[config.mk]
export PLATFORM = sky130hd
export DESIGN_NAME = lod_grid_skirt_index_generator_flat
export DESIGN_NICKNAME = d
export VERILOG_FILES = /design/src/lgsi_pkg.sv /design/src/lgsi_req_if.sv /design/src/lgsi_res_if.sv /design/src/lod_grid_skirt_index_generator.sv /design/src/flat_wrapper.sv
export SDC_FILE = /design/constraint.sdc
export NUM_CORES = 1
export LEC_CHECK = 0
export ABC_AREA = 1
export BUFFER_PORTS_ARGS = -buffer_cell sky130_fd_sc_hd__buf_4
export CAP_MARGIN = 30
export CORE_MARGIN = 2
export CORE_UTILIZATION = 55
export DETAILED_ROUTE_END_ITERATION = 8
export PLACE_DENSITY_LB_ADDON = 0.2
export REMOVE_ABC_BUFFERS = 1
export SLEW_MARGIN = 0
export SYNTH_ARGS = -nofsm -noshare
export SYNTH_HDL_FRONTEND = slang
export SYNTH_SLANG_ARGS = --single-unit
[constraint.sdc]
create_clock -name clk -period 16.6 [get_ports clk]
set_input_delay 1.66 -clock clk [delete_from_list [all_inputs] [get_ports clk]]
set_output_delay 1.66 -clock clk [all_outputs]
set_load 0.01 [all_outputs]
[src/lgsi_pkg.sv]
// ----------------------------------------------------------------------------
// lgsi_pkg: shared definitions for the LOD grid/skirt index generator
// Field widths, configuration register codes, reset values and item types.
// ----------------------------------------------------------------------------
package lgsi_pkg;

    // default sizing of the block
    localparam int DEF_MAX_CELLS  = 64;
    localparam int DEF_MAX_LEVELS = 5;

    // field widths
    localparam int CELLS_W = 7;
    localparam int LOD_W   = 3;
    localparam int POS_W   = 6;
    localparam int SEG_W   = 8;
    localparam int IDX_W   = 16;

    // configuration port
    localparam int CFG_IDX_W  = 1;
    localparam int CFG_DATA_W = 7;
    localparam logic [CFG_IDX_W-1:0] CFG_CELLS = 1'd0;
    localparam logic [CFG_IDX_W-1:0] CFG_SKIRT = 1'd1;

    localparam logic [CELLS_W-1:0] CELLS_RST = 7'd16;
    localparam logic               SKIRT_RST = 1'b1;

    // primitive kinds
    localparam logic MODE_GRID  = 1'b0;
    localparam logic MODE_SKIRT = 1'b1;

    localparam logic [IDX_W-1:0] SAT_MAX = 16'hFFFF;

    // one request item
    typedef struct packed {
        logic             mode;
        logic [LOD_W-1:0] lod;
        logic [POS_W-1:0] quad_row;
        logic [POS_W-1:0] quad_col;
        logic [SEG_W-1:0] segment;
    } req_t;

    // one result item
    typedef struct packed {
        logic             valid_res;
        logic [IDX_W-1:0] index_0;
        logic [IDX_W-1:0] index_1;
        logic [IDX_W-1:0] index_2;
        logic [IDX_W-1:0] index_3;
        logic [IDX_W-1:0] index_4;
        logic [IDX_W-1:0] index_5;
        logic [IDX_W-1:0] level_offset;
        logic [IDX_W-1:0] level_count;
    } res_t;

endpackage

[src/lgsi_req_if.sv]
// ----------------------------------------------------------------------------
// lgsi_req_if: request channel
// Valid/ready channel carrying one quad or skirt segment request per item.
// ----------------------------------------------------------------------------
interface lgsi_req_if;
    logic                      valid;
    logic                      ready;
    logic                      mode;
    logic [lgsi_pkg::LOD_W-1:0] lod;
    logic [lgsi_pkg::POS_W-1:0] quad_row;
    logic [lgsi_pkg::POS_W-1:0] quad_col;
    logic [lgsi_pkg::SEG_W-1:0] segment;

    modport source (output valid, mode, lod, quad_row, quad_col, segment, input ready);
    modport sink   (input valid, mode, lod, quad_row, quad_col, segment, output ready);
endinterface

[src/lgsi_res_if.sv]
// ----------------------------------------------------------------------------
// lgsi_res_if: result channel
// Valid/ready channel carrying six indices plus level offset and count.
// ----------------------------------------------------------------------------
interface lgsi_res_if;
    logic                       valid;
    logic                       ready;
    logic                       valid_res;
    logic [lgsi_pkg::IDX_W-1:0] index_0;
    logic [lgsi_pkg::IDX_W-1:0] index_1;
    logic [lgsi_pkg::IDX_W-1:0] index_2;
    logic [lgsi_pkg::IDX_W-1:0] index_3;
    logic [lgsi_pkg::IDX_W-1:0] index_4;
    logic [lgsi_pkg::IDX_W-1:0] index_5;
    logic [lgsi_pkg::IDX_W-1:0] level_offset;
    logic [lgsi_pkg::IDX_W-1:0] level_count;

    modport source (output valid, valid_res, index_0, index_1, index_2, index_3,
                    index_4, index_5, level_offset, level_count, input ready);
    modport sink   (input valid, valid_res, index_0, index_1, index_2, index_3,
                    index_4, index_5, level_offset, level_count, output ready);
endinterface

[src/lod_grid_skirt_index_generator.sv]
// ----------------------------------------------------------------------------
// lod_grid_skirt_index_generator: terrain chunk index generator
// Six vertex indices per quad or skirt segment, plus level offset and count.
// ----------------------------------------------------------------------------
// Usage:
//   req carries one request item (mode, lod, quad_row, quad_col, segment).
//   res returns one result item per request, in order: valid_res, six
//   indices (TL,TR,BL, BL,TR,BR for grid quads; ring/skirt pairs for skirt
//   segments), and the level's offset and count in the full index buffer.
//   cfg_we/cfg_index/cfg_data write cells_per_side and skirt_enable; write
//   them only while no request is in flight.
// Timing:
//   Two-stage pipeline: input register, then result register. An accepted
//   request enters the input register and moves on into the result register,
//   which drives res.valid; one item per cycle sustained while res.ready is high.
//   The single compute stage between the two registers holds three narrow
//   multipliers and the per-level offset adder chain.
// Stalls and reset:
//   When res.ready is low the result register holds; the input register
//   still accepts one more item, then req.ready drops until res drains.
//   Reset empties both stages and restores cells_per_side = 16 and
//   skirt_enable = 1.
// ----------------------------------------------------------------------------
module lod_grid_skirt_index_generator #(
    parameter int MAX_CELLS  = lgsi_pkg::DEF_MAX_CELLS,
    parameter int MAX_LEVELS = lgsi_pkg::DEF_MAX_LEVELS
) (
    input  logic                            clk,
    input  logic                            rst_n,
    input  logic                            cfg_we,
    input  logic [lgsi_pkg::CFG_IDX_W-1:0]  cfg_index,
    input  logic [lgsi_pkg::CFG_DATA_W-1:0] cfg_data,
    lgsi_req_if.sink                        req,
    lgsi_res_if.source                      res
);

    localparam int CW = lgsi_pkg::CELLS_W;
    localparam int IW = lgsi_pkg::IDX_W;
    localparam int SUM_W = 20;
    localparam logic [CW:0] MAX_C = (CW+1)'(MAX_CELLS);
    localparam logic [lgsi_pkg::LOD_W:0] MAX_L = (lgsi_pkg::LOD_W+1)'(MAX_LEVELS);

    typedef struct packed {
        logic [CW-1:0] row;
        logic [CW-1:0] col;
    } ring_pos_t;

    // ring position k to grid row/column, walking top, right, bottom, left
    function automatic ring_pos_t ring_pos(input logic [CW-1:0] c, input logic [8:0] k);
        ring_pos_t  p;
        logic [8:0] c9;
        c9 = {2'b00, c};
        if (k < c9)
        begin
            p.row = '0;
            p.col = CW'(k);
        end
        else if (k < 9'(2 * c9))
        begin
            p.row = CW'(k - c9);
            p.col = c;
        end
        else if (k < 9'(3 * c9))
        begin
            p.row = c;
            p.col = CW'(9'(3 * c9) - k);
        end
        else
        begin
            p.row = CW'(9'(4 * c9) - k);
            p.col = '0;
        end
        return p;
    endfunction

    function automatic logic [IW-1:0] sat16(input logic [SUM_W-1:0] v);
        return (v > SUM_W'(lgsi_pkg::SAT_MAX)) ? lgsi_pkg::SAT_MAX : IW'(v);
    endfunction

    // configuration registers
    logic [CW-1:0] cells_reg;
    logic          skirt_reg;

    always_ff @(posedge clk or negedge rst_n)
    begin
        if (!rst_n)
        begin
            cells_reg <= lgsi_pkg::CELLS_RST;
            skirt_reg <= lgsi_pkg::SKIRT_RST;
        end
        else if (cfg_we)
        begin
            unique case (cfg_index)
                lgsi_pkg::CFG_CELLS: cells_reg <= cfg_data[CW-1:0];
                lgsi_pkg::CFG_SKIRT: skirt_reg <= cfg_data[0];
                default:             ;
            endcase
        end
    end

    // pipeline handshake
    logic            s1_valid_reg, s1_valid_next;
    lgsi_pkg::req_t  s1_req_reg;
    logic            s2_valid_reg, s2_valid_next;
    lgsi_pkg::res_t  s2_res_reg, s2_res_next;
    logic            s2_free, s1_move, req_fire;

    assign s2_free   = !s2_valid_reg || res.ready;
    assign s1_move   = s1_valid_reg && s2_free;
    assign req.ready = !s1_valid_reg || s2_free;
    assign req_fire  = req.valid && req.ready;

    always_comb
    begin
        s1_valid_next = s1_valid_reg;
        if (req_fire)
            s1_valid_next = 1'b1;
        else if (s1_move)
            s1_valid_next = 1'b0;
        s2_valid_next = s2_valid_reg;
        if (s1_move)
            s2_valid_next = 1'b1;
        else if (res.ready)
            s2_valid_next = 1'b0;
    end

    always_ff @(posedge clk or negedge rst_n)
    begin
        if (!rst_n)
        begin
            s1_valid_reg <= 1'b0;
            s2_valid_reg <= 1'b0;
        end
        else
        begin
            s1_valid_reg <= s1_valid_next;
            s2_valid_reg <= s2_valid_next;
        end
    end

    // input register
    always_ff @(posedge clk)
    begin
        if (req_fire)
        begin
            s1_req_reg.mode     <= req.mode;
            s1_req_reg.lod      <= req.lod;
            s1_req_reg.quad_row <= req.quad_row;
            s1_req_reg.quad_col <= req.quad_col;
            s1_req_reg.segment  <= req.segment;
        end
    end

    // level geometry
    logic [CW-1:0]     c, steps, smask;
    logic [CW:0]       cols, s;
    logic [2*CW-1:0]   csq;
    logic              exists;
    logic [2:0]        lod;

    assign lod    = s1_req_reg.lod;
    assign c      = cells_reg;
    assign cols   = {1'b0, c} + (CW+1)'(1);
    assign s      = (CW+1)'(1) << lod;
    assign smask  = CW'(s - (CW+1)'(1));
    assign steps  = c >> lod;
    assign csq    = (2*CW)'(c) * (2*CW)'(c);
    assign exists = (c != '0) && ({1'b0, c} <= MAX_C) && ({1'b0, lod} < MAX_L)
                    && ((c & smask) == '0) && (s <= {1'b0, c});

    // offset of this level: sum of sizes of the lower levels
    logic [SUM_W-1:0] sq_sum, st_sum, off_sum, cnt_sum;

    always_comb
    begin
        sq_sum = '0;
        st_sum = '0;
        for (int l = 0; l < MAX_LEVELS; l++)
        begin
            if (3'(l) < lod)
            begin
                sq_sum = sq_sum + SUM_W'(csq >> (2 * l));
                st_sum = st_sum + SUM_W'(c >> l);
            end
        end
        off_sum = SUM_W'(6 * sq_sum) + (skirt_reg ? SUM_W'(24 * st_sum) : '0);
        cnt_sum = SUM_W'(6 * SUM_W'(csq >> {lod, 1'b0}))
                  + (skirt_reg ? SUM_W'(24 * SUM_W'(steps)) : '0);
    end

    // grid quad corners and skirt ring positions
    logic [CW-1:0]  r0, c0;
    logic [8:0]     k, ring, k1;
    logic [9:0]     ks;
    ring_pos_t      p0, p1;
    logic [CW-1:0]  row_a, col_a;
    logic [IW-1:0]  va, vb, base, bk, bk1;
    logic           grid_ok, skirt_ok, ok;

    assign r0   = CW'(13'(s1_req_reg.quad_row) << lod);
    assign c0   = CW'(13'(s1_req_reg.quad_col) << lod);
    assign k    = 9'(15'(s1_req_reg.segment) << lod);
    assign ring = {c, 2'b00};
    assign ks   = {1'b0, k} + 10'(s);
    assign k1   = (ks >= {1'b0, ring}) ? 9'(ks - {1'b0, ring}) : ks[8:0];
    assign p0   = ring_pos(c, k);
    assign p1   = ring_pos(c, k1);

    assign grid_ok  = ({1'b0, s1_req_reg.quad_row} < steps)
                      && ({1'b0, s1_req_reg.quad_col} < steps);
    assign skirt_ok = skirt_reg && ({1'b0, s1_req_reg.segment} < {steps, 2'b00});
    assign ok       = (s1_req_reg.mode == lgsi_pkg::MODE_GRID) ? grid_ok : skirt_ok;

    // shared row multiplier: grid top-left or first ring vertex
    assign row_a = (s1_req_reg.mode == lgsi_pkg::MODE_GRID) ? r0 : p0.row;
    assign col_a = (s1_req_reg.mode == lgsi_pkg::MODE_GRID) ? c0 : p0.col;
    assign va    = IW'(IW'(row_a) * IW'(cols)) + IW'(col_a);
    assign vb    = IW'(IW'(p1.row) * IW'(cols)) + IW'(p1.col);
    assign base  = IW'(csq) + IW'({c, 1'b0}) + IW'(1);
    assign bk    = base + IW'(k);
    assign bk1   = base + IW'(k1);

    // result assembly
    always_comb
    begin
        s2_res_next = '0;
        if (exists)
        begin
            s2_res_next.valid_res    = ok;
            s2_res_next.level_offset = sat16(off_sum);
            s2_res_next.level_count  = sat16(cnt_sum);
            if (ok)
            begin
                if (s1_req_reg.mode == lgsi_pkg::MODE_GRID)
                begin
                    s2_res_next.index_0 = va;
                    s2_res_next.index_1 = va + IW'(s);
                    s2_res_next.index_2 = va + IW'(IW'(cols) << lod);
                    s2_res_next.index_3 = va + IW'(IW'(cols) << lod);
                    s2_res_next.index_4 = va + IW'(s);
                    s2_res_next.index_5 = va + IW'(IW'(cols) << lod) + IW'(s);
                end
                else
                begin
                    s2_res_next.index_0 = va;
                    s2_res_next.index_1 = vb;
                    s2_res_next.index_2 = bk;
                    s2_res_next.index_3 = bk;
                    s2_res_next.index_4 = vb;
                    s2_res_next.index_5 = bk1;
                end
            end
        end
    end

    // result register
    always_ff @(posedge clk)
    begin
        if (s1_move)
            s2_res_reg <= s2_res_next;
    end

    assign res.valid        = s2_valid_reg;
    assign res.valid_res    = s2_res_reg.valid_res;
    assign res.index_0      = s2_res_reg.index_0;
    assign res.index_1      = s2_res_reg.index_1;
    assign res.index_2      = s2_res_reg.index_2;
    assign res.index_3      = s2_res_reg.index_3;
    assign res.index_4      = s2_res_reg.index_4;
    assign res.index_5      = s2_res_reg.index_5;
    assign res.level_offset = s2_res_reg.level_offset;
    assign res.level_count  = s2_res_reg.level_count;

    // checks
    a_s1_hold: assert property (@(posedge clk) disable iff (!rst_n)
        s1_valid_reg && !s2_free |=> s1_valid_reg && $stable(s1_req_reg))
        else $error("input stage lost or changed a stalled item");

    a_s2_fill: assert property (@(posedge clk) disable iff (!rst_n)
        s1_move |=> s2_valid_reg)
        else $error("item moved out of input stage but result stage empty");

    a_shared_edge: assert property (@(posedge clk) disable iff (!rst_n)
        s2_valid_reg && s2_res_reg.valid_res |->
            (s2_res_reg.index_3 == s2_res_reg.index_2)
            && (s2_res_reg.index_4 == s2_res_reg.index_1))
        else $error("triangles of one quad do not share their edge");

    a_count: assert property (@(posedge clk) disable iff (!rst_n)
        s2_valid_reg && s2_res_reg.valid_res |-> s2_res_reg.level_count != '0)
        else $error("valid result from a level with no indices");

endmodule

[src/flat_wrapper.sv]
// flat-port wrapper written by rule: the top's interface ports become plain ports
module lod_grid_skirt_index_generator_flat 
#(
    parameter int MAX_CELLS  = lgsi_pkg::DEF_MAX_CELLS,
    parameter int MAX_LEVELS = lgsi_pkg::DEF_MAX_LEVELS
)
  (clk, rst_n, cfg_we, cfg_index, cfg_data, req_valid, req_mode, req_lod, req_quad_row, req_quad_col, req_segment, req_ready, res_valid, res_valid_res, res_index_0, res_index_1, res_index_2, res_index_3, res_index_4, res_index_5, res_level_offset, res_level_count, res_ready);
  lgsi_req_if req_i ();
  lgsi_res_if res_i ();
  input  logic clk;
  input  logic rst_n;
  input  logic cfg_we;
  input  logic [lgsi_pkg::CFG_IDX_W-1:0] cfg_index;
  input  logic [lgsi_pkg::CFG_DATA_W-1:0] cfg_data;
  input wire logic [$bits(req_i.valid)-1:0] req_valid;
  input wire logic [$bits(req_i.mode)-1:0] req_mode;
  input wire logic [$bits(req_i.lod)-1:0] req_lod;
  input wire logic [$bits(req_i.quad_row)-1:0] req_quad_row;
  input wire logic [$bits(req_i.quad_col)-1:0] req_quad_col;
  input wire logic [$bits(req_i.segment)-1:0] req_segment;
  output wire logic [$bits(req_i.ready)-1:0] req_ready;
  output wire logic [$bits(res_i.valid)-1:0] res_valid;
  output wire logic [$bits(res_i.valid_res)-1:0] res_valid_res;
  output wire logic [$bits(res_i.index_0)-1:0] res_index_0;
  output wire logic [$bits(res_i.index_1)-1:0] res_index_1;
  output wire logic [$bits(res_i.index_2)-1:0] res_index_2;
  output wire logic [$bits(res_i.index_3)-1:0] res_index_3;
  output wire logic [$bits(res_i.index_4)-1:0] res_index_4;
  output wire logic [$bits(res_i.index_5)-1:0] res_index_5;
  output wire logic [$bits(res_i.level_offset)-1:0] res_level_offset;
  output wire logic [$bits(res_i.level_count)-1:0] res_level_count;
  input wire logic [$bits(res_i.ready)-1:0] res_ready;
  assign req_i.valid = req_valid;
  assign req_i.mode = req_mode;
  assign req_i.lod = req_lod;
  assign req_i.quad_row = req_quad_row;
  assign req_i.quad_col = req_quad_col;
  assign req_i.segment = req_segment;
  assign req_ready = req_i.ready;
  assign res_valid = res_i.valid;
  assign res_valid_res = res_i.valid_res;
  assign res_index_0 = res_i.index_0;
  assign res_index_1 = res_i.index_1;
  assign res_index_2 = res_i.index_2;
  assign res_index_3 = res_i.index_3;
  assign res_index_4 = res_i.index_4;
  assign res_index_5 = res_i.index_5;
  assign res_level_offset = res_i.level_offset;
  assign res_level_count = res_i.level_count;
  assign res_i.ready = res_ready;
  lod_grid_skirt_index_generator #(.MAX_CELLS(MAX_CELLS), .MAX_LEVELS(MAX_LEVELS)) u_core (.clk(clk), .rst_n(rst_n), .cfg_we(cfg_we), .cfg_index(cfg_index), .cfg_data(cfg_data), .req(req_i), .res(res_i));
endmodule
==> results of run 1 <==
-- worst min path at each step --
stage,to,cells past startpoint
3_5_place_dp,u_core.res.valid,2
6_report,u_core.res.valid,2
4_1_cts,u_core.res.valid,2
3_3_place_gp,u_core.res.valid,2
5_1_grt,u_core.res.valid,2
2_1_floorplan,u_core.res.valid,2
-- final cells by class --
class	count	area, um2
multi-input cells	2782	18900
well taps	607	759
fillers	4475	18500
flip-flops and latches	131	3890
inverters	593	2230
clock inverters	14	153
clock buffers	17	425
repair buffers	198	1490
-- worst min-delay path, stage by stage (launching register included) --
cell     delay, ns
dfrtp_1       0.36
inv_1         0.08
nand2_1       0.07
-- layout by cell type (no fill, tap or decap), types with 24 or more instances in the layout --
master	count
nand2_1	700
edfxtp_1	121
inv_2	30
o21ai_0	206
xor2_1	132
buf_4	198
fa_1	108
xnor2_1	47
a21oi_1	275
o22ai_1	24
ha_1	397
nor3_1	31
inv_1	556
nand3_1	148
nor2_1	352
o21bai_1	28
nand2_2	27
nand3_2	31
-- per-stage QoR --
stage	hold WS, ns	instances
after floorplan	0.447	3506
after global placement	0.497	4311
after detailed placement	0.506	4311
after CTS	0.552	4342
after global routing	0.599	4342
final	0.556	4342
-- per-layer routing --
layer / part of all wire (%) / GRT usage (%)
met1: 44 / 45.2
met3: 10 / 6.43
met4: 2.3 / 10.0
met2: 43 / 49.8
met5: 0.0090 / 0
-- kinds of logic after synthesis --
family | count (synthesis) | synth area share, %
AOI/OAI and AO/OA | 686 | 15.3
xor gates and xnor gates | 182 | 6.29
adders and majority gates | 505 | 27.8
buffers and inverters | 711 | 11.3
DFF | 131 | 15.1
muxes | 4 | 0.156
other | 2 | 0.0292
and+or+nand+nor | 1395 | 24.0
-- Yosys cell counts, drive strengths merged, types with 3 or more instances --
library cell	n	share of area (%)
nor2	374	5.9
a221oi	5	0.17
a22oi	5	0.15
clkbuf	46	0.67
inv	588	8.6
mux2i	4	0.16
fa	108	8.4
buf	72	1.9
edfxtp	121	14
a31oi	23	0.62
nor4	3	0.12
a21oi	280	5.5
o31ai	11	0.32
o21ai	234	4.6
nor3	32	0.64
nand2	738	11
o21a	6	0.18
nand4	21	0.54
xor2	135	4.7
o21bai	29	0.86
o211ai	24	0.74
or2	24	0.58
dfrtp	8	0.78
ha	397	19
nand3	182	4.3
xnor2	47	1.6
a211oi	13	0.50
o22ai	24	0.58
and2	11	0.27
o221ai	3	0.10
clkinv	5	0.073
nand3b	7	0.20
a21o	10	0.29
a31o	3	0.10
o311ai	3	0.10
==> impl_metrics.csv, run 1 <==
group,metric,value,unit
timing,finalMaxSlewViolations,0,
critical_path,slowest_stage,"o21ai_0",
critical_path,crit_path_max_incr_delay,0.78,ns
critical_path,r2r_start,"u_core.lod[2]",
grt,grt_pass1_vias,22195,
routing,drcViolationCount,0,
timing,setup_viol_count_final,0,
yosys,avgSynthCellArea,7.10,um2
yosys,syn_area,25700,um2
final_layout,drive_gt1_share,11.0,%
timing,relSlewSlack,33.1,%
yosys,ys.warnings.count,0,
die,num_rows,79,
yosys,synth_cells,3616,
grt,grt_pass1_wl,120000,um
run,maxCapViolations,0,
cts,post-cts-setup-buffers,0,
cts,htreeDepth,4,
grt,grt_max_degree,65,
final_layout,diodes,0,
yosys,synthFlopType,"edfxtp_1",
cts,clk_path_buf_depth,2,
critical_path,crit_fanout,43,
critical_path,crit_start,"u_core.lod[2]",
die,die_h,220,um
critical_path,r2r_slack,4.27,ns
grt,track_usage,32.2,%
timing,min_period,12.33,ns
routing,post_drt_wl_per_cell,17.9,um
yosys,synth_seq_area_share,15.1,%
die,dieArea,48500,um2
run_status,status,"finished clean",
placement,dp_slack,4.56,ns
routing,wl,77700,um
placement,dp_hpwl,61200,um
cts,cts_tree,"yes",
die,start_util,55.4,%
final_layout,largest_reg_flops,21,
routing,drt_iter0_drc,2309,
grt,antenna_found_initial,2,
die,num_io_pins,168,
cts,clk_latency,0.51,ns
critical_path,path_class,"reg2reg",
timing,fmaxAchievable,81.1,MHz
grt,grt_remaining_overflow,0,
timing,fin_crit_sh,74.3,%
cts,ctsHoldBuffers,0,
critical_path,rr_endpoint,"u_core.res.index_4[14]",
critical_path,cp-end-kind,"register",
final_layout,syn_to_final_growth,8.57,%
timing,hold_viol_final,0,
routing,viasPerCell,5.63,
routing,dr.pass1.iters,6,
placement,gp_congestion,1.02,
routing,ant_nets,0,
cts,clk_pin_slew_worst_paths,0.08,ns
critical_path,arrival,12.53,ns
timing,tightestPinTransition,0.993,ns
yosys,async_flop_share,7.63,%
hold_path,worstHoldStart,"u_core.s1_valid_reg",
critical_path,rr_worst_depth,61,
cts,cts_made_buffers,17,
critical_path,cp.depth,61,
timing,finalClockSkew,0.0314,ns
timing,tns,0,ns
yosys,synth.ff_latch_count,131,
placement,dpl-instance-area,27300,um2
final_layout,fin_util,60.2,%
final_layout,nets,4265,
critical_path,crit_path_start_kind,"register",
cts,cts_resized,0,
die,fp.dieW,220,um
cts,root_buffer,"clkbuf_16",
hold_path,hold_path.class,"reg2reg",
yosys,synth_cell_types,75,
placement,io_buffers,167,
routing,vias,24434,
critical_path,required,16.80,ns
final_layout,final_cell_area,27900,um2
yosys,synth-edff-count,121,
die,coreArea,46400,um2
critical_path,cp-endpoint,"u_core.res.index_4[14]",
timing,rsz0062_at_grt,"false",
critical_path,path_delay_family,"compound AO/OA/AOI/OAI gates",
timing,setup_ws,4.27,ns
critical_path,crit_buf_inv,13,
cts,cts.sinks,131,
Power of run 1 is left out: the tool's default activity adds up to more than one toggle a clock period on the data nets, which glitch-free logic cannot reach.
==> run 2: changes to the inputs <==
==> constraint.sdc (replaced) <==
create_clock -name clk -period 11.3 [get_ports clk]
set_input_delay 1.13 -clock clk [delete_from_list [all_inputs] [get_ports clk]]
set_output_delay 1.13 -clock clk [all_outputs]
set_load 0.01 [all_outputs]
==> impl_metrics.csv, run 2 (synthesis gave the netlist of run 1 again) <==
group,metric,value,unit
run_status,status,"finished clean",
placement,dp_slack,0.394,ns
critical_path,crit_start,"u_core.c[4]",
routing,wl,78900,um
critical_path,slowest_stage,"dfstp_4",
placement,io_buffers,167,
placement,gp_congestion,1.01,
grt,antenna_found_initial,2,
cts,cts_tree,"yes",
final_layout,nets,4308,
placement,dp_hpwl,63100,um
final_layout,layout_common_cells,"698 x nand2_1, 555 x inv_1, 394 x ha_1, 351 x nor2_1, 274 x a21oi_1",
cts,clk_pin_slew_worst_paths,0.07,ns
cts,clk_path_buf_depth,2,
timing,finalClockSkew,0.0300,ns
timing,relSlewSlack,35.2,%
final_layout,fin_cells,4386,
timing,tightestPinTransition,0.971,ns
die,num_rows,79,
critical_path,crit_path_max_incr_delay,0.68,ns
cts,htreeDepth,4,
critical_path,path_class,"reg2reg",
critical_path,crit_buf_inv,9,
die,dieArea,48500,um2
grt,track_usage,32.9,%
final_layout,final_cell_area,28300,um2
final_layout,layout_commonest_cell,"nand2_1",
routing,dr.pass1.iters,8,
final_layout,n_fill_cell,4384,
cts,cts.sinks,131,
routing,drcViolationCount,0,
cts,ctsHoldBuffers,0,
cts,root_buffer,"clkbuf_16",
critical_path,arrival,10.73,ns
critical_path,r2r_start,"u_core.c[4]",
final_layout,largest_reg_flops,21,
routing,post_drt_wl_per_cell,18.0,um
final_layout,syn_to_final_growth,10.1,%
critical_path,crit_path_frequent_cell,"nand2_1",
critical_path,crit_path_start_kind,"register",
placement,dp.cells,4341,
final_layout,diodes,0,
timing,fmaxAchievable,95.3,MHz
routing,drt_iter0_drc,2320,
routing,viasPerCell,5.61,
die,start_util,55.4,%
timing,finalMaxSlewViolations,0,
critical_path,path_delay_family,"adder cells",
critical_path,required,11.54,ns
grt,grt_pass1_wl,123000,um
routing,ant_nets,0,
die,num_io_pins,168,
timing,min_period,10.50,ns
die,coreArea,46400,um2
grt,grt_pass1_vias,22500,
timing,setup_viol_count_final,0,
cts,clk_latency,0.51,ns
grt,grt_remaining_overflow,0,
die,fp.dieW,220,um
timing,fin_crit_sh,92.9,%
final_layout,fin_util,61.0,%
critical_path,cp-end-kind,"register",
final_layout,drive_gt1_share,12.3,%
run,maxCapViolations,0,
grt,grt_max_degree,73,
critical_path,crit_fanout,9,
routing,vias,24593,
timing,hold_viol_final,0,
timing,setup_ws,0.803,ns
cts,cts_made_buffers,17,
hold_path,hold_path.class,"in2async",
placement,dpl-instance-area,27500,um2
die,die_h,220,um
[run 2: layout make-up]
| class | count | area [um2] | share of cell area [%] |
|---|---|---|---|
| sequential | 131 | 3890 | 13.8 |
| clock buffer | 18 | 429 | 1.52 |
| clock inverter | 14 | 128 | 0.451 |
| tap | 607 | 759 | 2.68 |
| timing repair buffer | 240 | 1810 | 6.39 |
| inverter | 593 | 2240 | 7.93 |
| multi-input combinational | 2783 | 19000 | 67.3 |
[run 2: final timing paths]
check                      cells after the start                          end  slack, ns
min in group clk                               2             u_core.res.valid       0.52
min                                            1                  u_core.c[5]       0.48
max                                           59  u_core.res.level_offset[13]       0.80
min reg2reg                                    2             u_core.res.valid       0.52
max in group asynchronous                      1                  u_core.c[4]      10.58
max reg2reg                                   59  u_core.res.level_offset[13]       0.80
[run 2: per-stage QoR]
| step | setup TNS, ns | hold slack [ns] |
|---|---|---|
| 5_1_grt | -0.175 | 0.472 |
| 3_3_place_gp | 0 | 0.497 |
| 2_1_floorplan | 0 | 0.447 |
| 3_5_place_dp | 0 | 0.494 |
| 6_report | 0 | 0.478 |
| 4_1_cts | 0 | 0.444 |
[run 2: timing repair]
action | in CTS | in global routing
setup endpoints to repair | 0 | 24
gates resized for setup | 0 | 29
buffers inserted | 0 | 12
[run 2: worst reg2reg max path: cells and delay by family, from the launching register on]
kind                     cells  cell delay (ns)
adder cells (fa/ha/maj)     10             3.75
buffers and inverters        9             0.67
AO/OA/AOI/OAI               10             1.66
AND/OR/NAND/NOR             25             2.58
XOR/XNOR                     5             0.88
flip-flops                   1             0.68
[run 2: routing by layer]
layer | vias up | share of wire [%] | GRT usage, %
li1 | 12157 | - | -
met1 | 11233 | 45 | 45.8
met2 | 1021 | 42 | 50.1
met3 | 178 | 9.3 | 6.38
met4 | 4 | 3.6 | 13.2
met5 | - | 0.025 | 0
Power of run 2 is left out for the same reason.
